===== config.mk =====
export PLATFORM = sky130hd
export DESIGN_NAME = double_ended_queue
export DESIGN_NICKNAME = d
export VERILOG_FILES = /design/src/hw/rtl/dq_pkg.sv /design/src/hw/rtl/dq_ctrl.sv /design/src/hw/rtl/dq_datapath.sv /design/src/hw/rtl/double_ended_queue.sv
export SDC_FILE = /design/constraint.sdc
export NUM_CORES = 2
export LEC_CHECK = 0
export BUFFER_PORTS_ARGS = -buffer_cell sky130_fd_sc_hd__buf_2
export CAP_MARGIN = 20
export CELL_PAD_IN_SITES_DETAIL_PLACEMENT = 0
export CELL_PAD_IN_SITES_GLOBAL_PLACEMENT = 1
export CORE_UTILIZATION = 47
export CTS_CLUSTER_SIZE = 16
export DETAILED_ROUTE_END_ITERATION = 16
export HOLD_SLACK_MARGIN = 0.08
export PLACE_DENSITY = 0.74
export SYNTH_ARGS = -nofsm -noshare
export SYNTH_HDL_FRONTEND = slang
export SYNTH_SLANG_ARGS = --single-unit

===== constraint.sdc =====
create_clock -name clock -period 6.2 [get_ports clock]
set_input_delay 0.62 -clock clock [delete_from_list [all_inputs] [get_ports clock]]
set_output_delay 0.62 -clock clock [all_outputs]
set_load 0.01 [all_outputs]

===== src/hw/rtl/dq_pkg.sv =====
`timescale 1ns / 1ps
`default_nettype none
// ----------------------------------------------------------------------------
// Deque package
// Shared types and codes for the double-ended queue controller and datapath.
// ----------------------------------------------------------------------------
package dq_pkg;

   localparam int DATA_WIDTH = 32;

   // operation codes (3-bit field; 6 and 7 are ignored)
   typedef enum logic [2:0] {
      OP_PUSH_BACK  = 3'd0,
      OP_PUSH_FRONT = 3'd1,
      OP_POP_BACK   = 3'd2,
      OP_POP_FRONT  = 3'd3,
      OP_LIST_FWD   = 3'd4,
      OP_LIST_REV   = 3'd5
   } op_type;

   localparam logic [1:0] STATUS_OK    = 2'd0;
   localparam logic [1:0] STATUS_EMPTY = 2'd1;
   localparam logic [1:0] STATUS_FULL  = 2'd2;

   typedef struct packed {
      logic [2:0]                   op;
      logic signed [DATA_WIDTH-1:0] value;
   } req_type;

   typedef struct packed {
      logic signed [DATA_WIDTH-1:0] data;
      logic [1:0]                   status;
      logic                         last;
   } rsp_type;

   typedef enum logic [1:0] {
      ST_IDLE,
      ST_EXEC,
      ST_POP_RESP,
      ST_LIST
   } state_type;

   // controller -> datapath
   typedef struct packed {
      logic       load;        // capture request
      logic       push_back;
      logic       push_front;
      logic       pop_back;
      logic       pop_front;
      logic       list_start;
      logic       list_step;
      logic       emit;        // register a result
      logic       emit_rdata;  // result data from read register
      logic [1:0] emit_status;
      logic       emit_last;
   } cmd_type;

   // datapath -> controller
   typedef struct packed {
      logic [2:0] op;
      logic       empty;
      logic       full;
      logic       list_last;
   } stat_type;

endpackage : dq_pkg
`default_nettype wire


===== src/hw/rtl/dq_ctrl.sv =====
`timescale 1ns / 1ps
`default_nettype none
// ----------------------------------------------------------------------------
// Deque controller
// Sequences one request at a time and issues datapath commands.
// ----------------------------------------------------------------------------
module dq_ctrl (
   input  wire logic              clock,
   input  wire logic              reset,
   input  wire logic              start,
   output logic                   busy,
   input  wire dq_pkg::stat_type  stat,
   output dq_pkg::cmd_type        cmd
);

   dq_pkg::state_type state_ff, state_in;

   always_ff @(posedge clock) begin
      if (reset) begin
         state_ff <= dq_pkg::ST_IDLE;
      end else begin
         state_ff <= state_in;
      end
   end

   assign busy = (state_ff != dq_pkg::ST_IDLE);

   always_comb begin
      state_in = state_ff;
      cmd      = '0;
      unique case (state_ff)
         dq_pkg::ST_IDLE: begin
            if (start) begin
               cmd.load = 1'b1;
               state_in = dq_pkg::ST_EXEC;
            end
         end
         dq_pkg::ST_EXEC: begin
            state_in = dq_pkg::ST_IDLE;
            unique case (stat.op) inside
               dq_pkg::OP_PUSH_BACK, dq_pkg::OP_PUSH_FRONT: begin
                  cmd.emit      = 1'b1;
                  cmd.emit_last = 1'b1;
                  if (stat.full) begin
                     cmd.emit_status = dq_pkg::STATUS_FULL;
                  end else begin
                     cmd.emit_status = dq_pkg::STATUS_OK;
                     cmd.push_back   = (stat.op == dq_pkg::OP_PUSH_BACK);
                     cmd.push_front  = (stat.op == dq_pkg::OP_PUSH_FRONT);
                  end
               end
               dq_pkg::OP_POP_BACK, dq_pkg::OP_POP_FRONT: begin
                  if (stat.empty) begin
                     cmd.emit        = 1'b1;
                     cmd.emit_last   = 1'b1;
                     cmd.emit_status = dq_pkg::STATUS_EMPTY;
                  end else begin
                     cmd.pop_back  = (stat.op == dq_pkg::OP_POP_BACK);
                     cmd.pop_front = (stat.op == dq_pkg::OP_POP_FRONT);
                     state_in      = dq_pkg::ST_POP_RESP;
                  end
               end
               dq_pkg::OP_LIST_FWD, dq_pkg::OP_LIST_REV: begin
                  if (stat.empty) begin
                     cmd.emit        = 1'b1;
                     cmd.emit_last   = 1'b1;
                     cmd.emit_status = dq_pkg::STATUS_EMPTY;
                  end else begin
                     cmd.list_start = 1'b1;
                     state_in       = dq_pkg::ST_LIST;
                  end
               end
               default: begin
                  // unused op: no result
               end
            endcase
         end
         dq_pkg::ST_POP_RESP: begin
            cmd.emit        = 1'b1;
            cmd.emit_rdata  = 1'b1;
            cmd.emit_last   = 1'b1;
            cmd.emit_status = dq_pkg::STATUS_OK;
            state_in        = dq_pkg::ST_IDLE;
         end
         dq_pkg::ST_LIST: begin
            cmd.emit        = 1'b1;
            cmd.emit_rdata  = 1'b1;
            cmd.emit_status = dq_pkg::STATUS_OK;
            cmd.emit_last   = stat.list_last;
            if (stat.list_last) begin
               state_in = dq_pkg::ST_IDLE;
            end else begin
               cmd.list_step = 1'b1;
            end
         end
         default: begin
            state_in = dq_pkg::ST_IDLE;
         end
      endcase
   end

endmodule : dq_ctrl
`default_nettype wire


===== src/hw/rtl/dq_datapath.sv =====
`timescale 1ns / 1ps
`default_nettype none
// ----------------------------------------------------------------------------
// Deque datapath
// Ring store, head pointer, occupancy, list walker and result register.
// ----------------------------------------------------------------------------
module dq_datapath #(
   parameter int DEPTH = 64
) (
   input  wire logic             clock,
   input  wire logic             reset,
   input  wire dq_pkg::req_type  req_payload,
   input  wire dq_pkg::cmd_type  cmd,
   output dq_pkg::stat_type      stat,
   output logic                  rsp_strobe,
   output dq_pkg::rsp_type       rsp_payload
);

   localparam int PTR_W = $clog2(DEPTH);
   localparam int OCC_W = $clog2(DEPTH + 1);
   localparam int DW    = dq_pkg::DATA_WIDTH;

   logic [DW-1:0]    mem [DEPTH];

   logic [2:0]       op_ff;
   logic [DW-1:0]    value_ff;
   logic [PTR_W-1:0] head_ff;
   logic [OCC_W-1:0] occ_ff;
   logic [PTR_W-1:0] walk_ff;   // next list read address
   logic [OCC_W-1:0] cnt_ff;    // index of entry now in rdata_ff
   logic [DW-1:0]    rdata_ff;
   logic             rsp_strobe_ff;
   dq_pkg::rsp_type  rsp_ff;

   function automatic logic [PTR_W-1:0] ptr_inc(input logic [PTR_W-1:0] p);
      ptr_inc = (p == PTR_W'(DEPTH - 1)) ? '0 : p + PTR_W'(1);
   endfunction

   function automatic logic [PTR_W-1:0] ptr_dec(input logic [PTR_W-1:0] p);
      ptr_dec = (p == '0) ? PTR_W'(DEPTH - 1) : p - PTR_W'(1);
   endfunction

   // head + offset mod DEPTH, offset < DEPTH
   function automatic logic [PTR_W-1:0] ptr_add(input logic [PTR_W-1:0] p,
                                                 input logic [OCC_W-1:0] o);
      logic [OCC_W:0] sum;
      sum = {{(OCC_W + 1 - PTR_W){1'b0}}, p} + {1'b0, o};
      if (sum >= (OCC_W + 1)'(DEPTH)) begin
         sum = sum - (OCC_W + 1)'(DEPTH);
      end
      ptr_add = sum[PTR_W-1:0];
   endfunction

   logic [PTR_W-1:0] tail;
   logic [PTR_W-1:0] back_slot;
   logic [PTR_W-1:0] head_dec;
   logic [PTR_W-1:0] list_first;
   logic             list_rev;
   logic             wr_en;
   logic [PTR_W-1:0] wr_addr;
   logic             rd_en;
   logic [PTR_W-1:0] rd_addr;

   always_comb begin
      tail       = ptr_add(head_ff, occ_ff - OCC_W'(1));
      back_slot  = ptr_add(head_ff, occ_ff);
      head_dec   = ptr_dec(head_ff);
      list_rev   = (op_ff == dq_pkg::OP_LIST_REV);
      list_first = list_rev ? tail : head_ff;

      wr_en   = cmd.push_back | cmd.push_front;
      wr_addr = cmd.push_front ? head_dec : back_slot;

      rd_en   = cmd.pop_back | cmd.pop_front | cmd.list_start | cmd.list_step;
      rd_addr = head_ff;
      if (cmd.pop_back) begin
         rd_addr = tail;
      end else if (cmd.list_start) begin
         rd_addr = list_first;
      end else if (cmd.list_step) begin
         rd_addr = walk_ff;
      end
   end

   // request capture
   always_ff @(posedge clock) begin
      if (cmd.load) begin
         op_ff    <= req_payload.op;
         value_ff <= req_payload.value;
      end
   end

   // ring store
   always_ff @(posedge clock) begin
      if (wr_en) begin
         mem[wr_addr] <= value_ff;
      end
   end

   always_ff @(posedge clock) begin
      if (rd_en) begin
         rdata_ff <= mem[rd_addr];
      end
   end

   // pointers
   always_ff @(posedge clock) begin
      if (reset) begin
         head_ff <= '0;
         occ_ff  <= '0;
      end else begin
         if (wr_en) begin
            occ_ff <= occ_ff + OCC_W'(1);
         end else if (cmd.pop_back | cmd.pop_front) begin
            occ_ff <= occ_ff - OCC_W'(1);
         end
         if (cmd.push_front) begin
            head_ff <= head_dec;
         end else if (cmd.pop_front) begin
            head_ff <= ptr_inc(head_ff);
         end
      end
   end

   // list walker
   always_ff @(posedge clock) begin
      if (cmd.list_start) begin
         cnt_ff  <= '0;
         walk_ff <= list_rev ? ptr_dec(list_first) : ptr_inc(list_first);
      end else if (cmd.list_step) begin
         cnt_ff  <= cnt_ff + OCC_W'(1);
         walk_ff <= list_rev ? ptr_dec(walk_ff) : ptr_inc(walk_ff);
      end
   end

   // result register
   always_ff @(posedge clock) begin
      if (reset) begin
         rsp_strobe_ff <= 1'b0;
      end else begin
         rsp_strobe_ff <= cmd.emit;
      end
   end

   always_ff @(posedge clock) begin
      if (cmd.emit) begin
         rsp_ff.data   <= cmd.emit_rdata ? rdata_ff : '0;
         rsp_ff.status <= cmd.emit_status;
         rsp_ff.last   <= cmd.emit_last;
      end
   end

   assign stat.op        = op_ff;
   assign stat.empty     = (occ_ff == '0);
   assign stat.full      = (occ_ff == OCC_W'(DEPTH));
   assign stat.list_last = ((cnt_ff + OCC_W'(1)) == occ_ff);

   assign rsp_strobe  = rsp_strobe_ff;
   assign rsp_payload = rsp_ff;

endmodule : dq_datapath
`default_nettype wire


===== src/hw/rtl/double_ended_queue.sv =====
`timescale 1ns / 1ps
`default_nettype none
// ----------------------------------------------------------------------------
// Double-ended queue
// Bounded deque of signed values held in a ring store with head and count.
// ----------------------------------------------------------------------------
// Usage:
//   Request channel: drive req_payload (op, value) and raise start; the
//   transfer happens at a clock edge where start is high and busy is low.
//   Ops: push back/front, pop back/front, list front-to-back/back-to-front.
//   Response channel: each result sits on rsp_payload for one cycle with
//   rsp_strobe high; the receiver cannot stall, so it must take every result.
//   rsp_payload.last marks the final result of a request.
// Sequencing (one request in flight at a time, set by the controller states):
//   push   : exec state checks full and writes; the result register strobes.
//   pop    : exec state reads the store; pop-response state emits the data.
//   list   : exec state reads the first entry; list state then emits one result
//            per cycle and reads the next, until the last stored entry;
//            an empty queue gives one empty-status result.
//   Push when full returns status full; pop/list when empty returns empty.
//   Op codes 6 and 7 are dropped with no result.
// Reset (synchronous, active high) empties the queue; store contents are not
// cleared and are never read before being written.
// ----------------------------------------------------------------------------
module double_ended_queue #(
   parameter int DEPTH = 64
) (
   input  wire logic             clock,
   input  wire logic             reset,
   input  wire logic             start,
   output logic                  busy,
   input  wire dq_pkg::req_type  req_payload,
   output logic                  rsp_strobe,
   output dq_pkg::rsp_type       rsp_payload
);

   dq_pkg::cmd_type  cmd;
   dq_pkg::stat_type stat;

   // sequencer: one request at a time
   dq_ctrl u_ctrl (
      .clock (clock),
      .reset (reset),
      .start (start),
      .busy  (busy),
      .stat  (stat),
      .cmd   (cmd)
   );

   // ring store, pointers and registered result
   dq_datapath #(
      .DEPTH (DEPTH)
   ) u_datapath (
      .clock       (clock),
      .reset       (reset),
      .req_payload (req_payload),
      .cmd         (cmd),
      .stat        (stat),
      .rsp_strobe  (rsp_strobe),
      .rsp_payload (rsp_payload)
   );

endmodule : double_ended_queue
`default_nettype wire


# Yosys cells after proc, flatten, opt, wreduce, memory -nomap -nowiden
# Memories as Yosys holds them, arrays and structs flattened. A register that Yosys moved wholly into a read port is not among the register bits.
# Index checks and enable logic that the tools add are counted.
# totals
regBits	99
mem_bits_rw	2048
in_bits	38
output_inout_bits	37
wordCells	110
n_memories	1
# memory_table
memory	depth	width	read_ports	rd_clocked_by_memory_dff	wr	line	source
u_datapath.mem	64	32	1	1	1	dq_datapath.sv:23	logic [DW-1:0] mem [DEPTH];
# classes
n_addsub	13
order_cmp	2
eq_ne	15
mux	48
bitwise_logic	4
reduce_logical	16
# ops
op	n
$mux W6	19
$sub A6 B1 Y6 const B	5
$mux W2	10
$add A6 B1 Y6 const B	3
$eq A6 B6 Y1 const B	3
$logic_not A6 Y1	3
$add A6 B7 Y8	2
$ge A8 B7 Y1 const B	2
$add A7 B1 Y7 const B	2
$mux W7	2
$mux W1	10
$pmux W3 S3	1
$pmux W2 S4	1
$reduce_bool A2 Y1	4
$reduce_or A2 Y1	4
$eq A7 B7 Y1	1
$eq A7 B7 Y1 const B	1
$logic_not A7 Y1	1
$sub A7 B1 Y7 const B	1
$eq A3 B2 Y1 const B	2
$eq A3 B3 Y1 const B	2
$pmux W3 S2	1
$mux W5	1
$eq A2 B2 Y1 const B	2
other kinds (11)	15

# Logic depth before layout (Yosys ltp)
# depth
ltp_word	9
mapped_depth	17

# Modules after synthesis
# A second synthesis with hierarchy kept.
# hier_totals
cells_unflattened	3820
area_unflattened_um2	83634.0
# modules_own_cells
module	n_inst	cells_per_inst	area_per_inst_um2	seq_area_each_um2
dq_datapath	1	3790	83392.5	65162.5
dq_ctrl	1	30	241.5	40.0

# Least setup slack after synthesis
# OpenSTA, ideal clock, no wires.
# synth_timing
kind	register to register
from	reg u_ctrl.state_ff[0]
to	mem u_datapath.mem[32][0] (netlist name), enable pin
setup_time_ns	0.421
arrival_ns	3.657
required_ns	5.779
setup_slack_ns	2.122
path_stages_with_launch	12
cell_sequence	dfxtp_1 clkbuf_1 nand2b_1 or3_1 a21oi_1 and2_1 clkbuf_1 and3_1 a21oi_1 nor2_1 nand2_1 nor2_1
# synth_via
elab_chain_len	5
# synth_rtl
element	line	source
start: declaration	dq_ctrl.sv:16	dq_pkg::state_type state_ff, state_in;
start signal: assignment	dq_ctrl.sv:20	state_ff <= dq_pkg::ST_IDLE;
start signal: assignment	dq_ctrl.sv:22	state_ff <= state_in;
$eq A2 B1 Y1 *	dq_ctrl.sv:31	unique case (state_ff)
$mux W5 *	dq_ctrl.sv:31	
$or A1 B1 Y1	dq_datapath.sv:71	wr_en = cmd.push_back | cmd.push_front;
$mux W1	dq_datapath.sv:95	if (wr_en) begin
$mux W1 (not written as such)	dq_datapath.sv:96	mem[wr_addr] <= value_ff;
end: declaration	dq_datapath.sv:23	
# Every way passes the cells marked *; elsewhere a longest branch is shown, timed or not.

# Worst setup path after layout
# layout_timing
from	reg u_datapath.head_ff[0]
to	reg u_datapath.rdata_ff[26], read port of u_datapath.mem, data pin
# layout_via
elab_chain_len	6
# layout_rtl
element	line	source
start: declaration	dq_datapath.sv:27	logic [PTR_W-1:0] head_ff;
start signal: assignment	dq_datapath.sv:120	head_ff <= ptr_inc(head_ff);
$add A6 B7 Y8	dq_datapath.sv:47	sum = {{(OCC_W + 1 - PTR_W){1'b0}}, p} + {1'b0, o};
$ge A8 B7 Y1 or $sub A6 B1 Y6 (tied branches)	dq_datapath.sv:48, dq_datapath.sv:49	
$mux W6	dq_datapath.sv:48	if (sum >= (OCC_W + 1)'(DEPTH)) begin
$mux W6	dq_datapath.sv:69	list_first = list_rev ? tail : head_ff;
$mux W6	dq_datapath.sv:78	end else if (cmd.list_start) begin
$mux W6 *	dq_datapath.sv:76	if (cmd.pop_back) begin
end: declaration	dq_datapath.sv:31	logic [DW-1:0] rdata_ff;
# Marks and branches as above.
# A chain may end at the register's enable or synchronous reset.

==> results.txt <==
* Hold violation count in the final report: 0
- The detailed router placed 55000 vias in this run.
- Number of antenna violations at the first check in global routing: 15
- Dividing the detail-routed via count by the number of cells gives 6.18.
- Final instance area: 0.0982 mm2
- Initial core utilization: 47.5%
* Met1 Track Usage GR: 39.5%
- At the end of routability-driven placement, the weighted congestion stood at 0.856.
* Placed Instances: 8478
- In the synthesized netlist the async set-or-reset flop fraction comes to 0%.
- The sequential cells in the finished layout cover a total of 0.0652 mm2.
- After floorplanning, the core was divided into 156 placement rows.
* Drt initial violations: 7878
- Across the routed clock network, the largest skew measured is 0.0344 ns.
* GR peak layer: met2
- STA classifies the critical path startpoint as a register.
* Cell chain of the critical path: ha_1 -> inv_1 -> fa_1 -> xnor2_1 -> mux2i_1 -> o2bb2ai_1 -> nand2_1 -> o311ai_4 -> buf_4 -> nor2_4 -> buf_12 -> buf_4 -> a32oi_1 -> nand4_1 -> nand4_1 -> a211o_1
* Die Area: 0.185 mm2
- # clock sinks: 2179
* Post-route DRC violation count: 0
- Before antenna repair, the detailed router went through 6 iterations.
* Run status: complete, no violations
- Share of power burned in registers: 52.1%
- Sw Share: 23.7%
- Setup repair after global routing left no endpoint under its margin.
- Entering global routing, the biggest net connects 81 pins.
- Clock insertion delay at the later pin of the skew report: 0.87 ns
- Worst supply voltage drop on vdd: 0.328 mV
- Once placement finished, the instance area stood at 0.0912 mm2.
- The first global-routing pass estimated 377000 um of wire.
- Layout area overhead: 14.0%
* Synth warnings: 0
* Maximum single-stage delay on the critical path: 0.67 ns
- Highest attainable clock frequency: 0.185 GHz
- 75 I/O pins were placed.
- Maximum capacitance violations: 0
- Post-detail-place hpwl: 150000 um
- Total leakage power: 0.0337 uW
- In this run the clock root is driven by a clkbuf_16.
- The path class of the tightest hold or removal check is input port to register.
- In the global route stage, overall resource usage came out at 28.4%.
- Post-CTS setup buffer count: 0
- Syn avg cell area: 14.1 um2
- Global routing usage on met3: 5.78%
* Resize count post-CTS: 0
- The clock tree synthesis step divided the H-tree into 4 levels.
- Once layout is complete, the utilization of the core stands at 54.1%.
* Fill count: 14600
- Counting every instance in the synthesized netlist gives 6123.
- Number of buffers created by CTS: 216
* Distinct cells, synth: 79
- Of all nets on the critical path, the largest fanout is 30.
- TritonCTS built the clock tree.
* Clock slew at reported path FFs: 0.06 ns
- Synthesis inferred 2179 register bits.
- Overflow left after global routing: 0
- Combinational cells account for 8.4% of the total power.
- For this design the total switching power over the nets is 7450 uW.
- Prevailing post-synth register cell: edfxtp_1
- After layout, the worst path uses 87.1% of the clock period.
- The number of global-route vias before repair is 51900.
- Cts-stage hold buffer count: 36
- The worst path in the final design needs a cycle of 5.40 ns, including I/O delays and setup.
- P_int: 24000 uW
* Setup Viol. Count Final: 0
- At the worst endpoint, the arrival time is 6.01 ns.
- CP Class: register to register
* Area of the multi-input gates: 0.0197 mm2
* Share of post-route cells with drive strength above 1: 11.5%
* Post-route setup TNS: 0 ns
* Worst relative slew slack: 15.5%
- Measured slew at the worst slew-check pin: 1.25 ns
- Part of the Yosys area used for sequential elements: 75.7%
* PortBufs: 74
- Syn_nets: 6186
- Post-route ant nets: 0
- GR met2 Demand/Resource: 44.5%
* Proportion of netlist area held by the largest area contributor: 75.2%
* Average detailed-routed wire length per instance: 29.7 um
- Die boundary width: 430 um
* Part of the power in the clock network: 39.4%
* Placeable core area: 0.181 mm2
* Critical path required time: 6.81 ns
- Clock buffer depth: 3
- Post-synthesis instance area: 0.0861 mm2
- In the post-synthesis netlist, the biggest area contributors are edfxtp_1 (75%), nand2_1 (6.9%), nand3_1 (3.5%).
- Worst-case setup slack after placement: 0.998 ns
* Final cell count without fillers: 8907
* Leading area contributor after synthesis: edfxtp_1
- Final wirelength: 265000 um
- Max Transition Viols Final: 0
- Total Nets Final: 6425
* Critical path capture point type: register
- Power density of the placed cells: 320 mW/mm2
- On the critical path, the stage with the largest delay is an instance of dfxtp_1.
* Number of synthesized flops with an enable pin: 2156
- The die is 430 um tall.
- Setup ws final: 0.797 ns
critical path: cells and delay by family (launching register included):
kind,cells,cell delay [ns]
compound gates,4,0.89
xor+xnor,1,0.27
fa+ha+maj,2,0.70
buf+inv,4,1.12
flops,1,0.67
mux,1,0.26
simple gates,4,1.10
cell type report:
type | count | area share (%)
Inverter | 34 | 0.130
Clock buffer | 267 | 5.70
Multi-Input combinational cell | 3529 | 20.1
Sequential cell | 2179 | 66.4
Tap cell | 2370 | 3.02
Antenna cell | 4 | 0.0102
Timing Repair Buffer | 402 | 3.68
Clock inverter | 122 | 0.965
metal layers:
layer | vias up | wire length [um] | share of wire (%)
met4 | 6 | 9540 | 3.6
met5 | - | 46 | 0.017
met1 | 27900 | 105000 | 40
li1 | 23600 | - | -
met3 | 539 | 27300 | 10
met2 | 3034 | 123000 | 46
cell families (layout without fill, tap and decap cells):
| kind of cell | count (synthesis) | in the layout | synth area share, % |
|---|---|---|---|
| and+or+nand+nor | 2624 | 2624 | 13.2 |
| AOI/OAI and AO/OA | 588 | 588 | 5.16 |
| xor gates and xnor gates | 45 | 45 | 0.474 |
| buffers and inverters | 415 | 825 | 2.14 |
| DFF | 2179 | 2179 | 75.7 |
| adders and majority gates | 26 | 26 | 0.392 |
| other | 0 | 4 | 0 |
| muxes | 246 | 246 | 2.87 |
registers in the layout (all words and copies together) (netlist names):
name	cells
u_datapath.mem	2048
u_datapath.rsp_payload	35
u_datapath.rdata_ff	32
u_datapath.value_ff	32
u_datapath.cnt_ff	7
u_datapath.occ_ff	7
u_datapath.head_ff	6
u_datapath.walk_ff	6
u_datapath.op_ff	3
u_ctrl.state_ff	2
u_datapath.rsp_strobe	1
cell usage after synthesis (24+ instances only):
master	n
edfxtp_1	2156
buf_2	148
nand4_1	170
nand2_1	1591
xnor2_1	24
nor3_1	26
mux2i_1	236
inv_1	34
clkbuf_1	192
nand3_1	596
nor2_1	129
and2_1	35
o21ai_0	46
a21oi_1	69
a32oi_1	177
o22ai_1	27
and3_1	31
a31oi_1	80
power by group through the flow:
stage,clock [uW],combinational (uW),sequential (uW)
detailed placement,0,2570,16700
floorplan,0,1270,16800
finish,12400,2640,16400
CTS,12500,2590,16400
global placement,0,2540,16700
global route,13100,2770,16400
placed cells by master (no fill, tap or decap), drive strengths merged, types with 24 or more instances in the layout:
master	instances
edfxtp	2156
a21oi	70
a32oi	177
clkinv	100
nand3	596
nor3	29
dlygate4sd3	36
nand4	171
nand2	1591
and2	35
buf	366
o22ai	27
a31oi	80
and3	31
o21ai	47
clkbuf	267
inv	41
mux2i	236
nor2	131
xnor2	24
per-stage QoR:
step | hold slack (ns) | power [uW]
final | 0.144 | 31400
after detailed placement | 0.526 | 19300
after global routing | 0.150 | 32200
after floorplan | 0.499 | 18100
after global placement | 0.534 | 19200
after CTS | 0.0998 | 31500
worst paths after layout:
| check | endpoint | slack, ns | cells after the start | from |
|---|---|---|---|---|
| worst max-delay path | u_datapath.rdata_ff[26]$_DFFE_PP_ | 0.80 | 16 | u_datapath.head_ff[0]$_SDFFE_PP0P_ |
| worst min-delay path | u_datapath.rsp_strobe$_SDFF_PP0_ | 0.14 | 2 | reset |
| worst max register to register | u_datapath.rdata_ff[26]$_DFFE_PP_ | 0.80 | 16 | u_datapath.head_ff[0]$_SDFFE_PP0P_ |
| worst min register to register | u_datapath.cnt_ff[6]$_SDFFE_PP0N_ | 0.55 | 2 | u_datapath.cnt_ff[6]$_SDFFE_PP0N_ |
No activity file was read; power rests on OpenSTA's default activity.
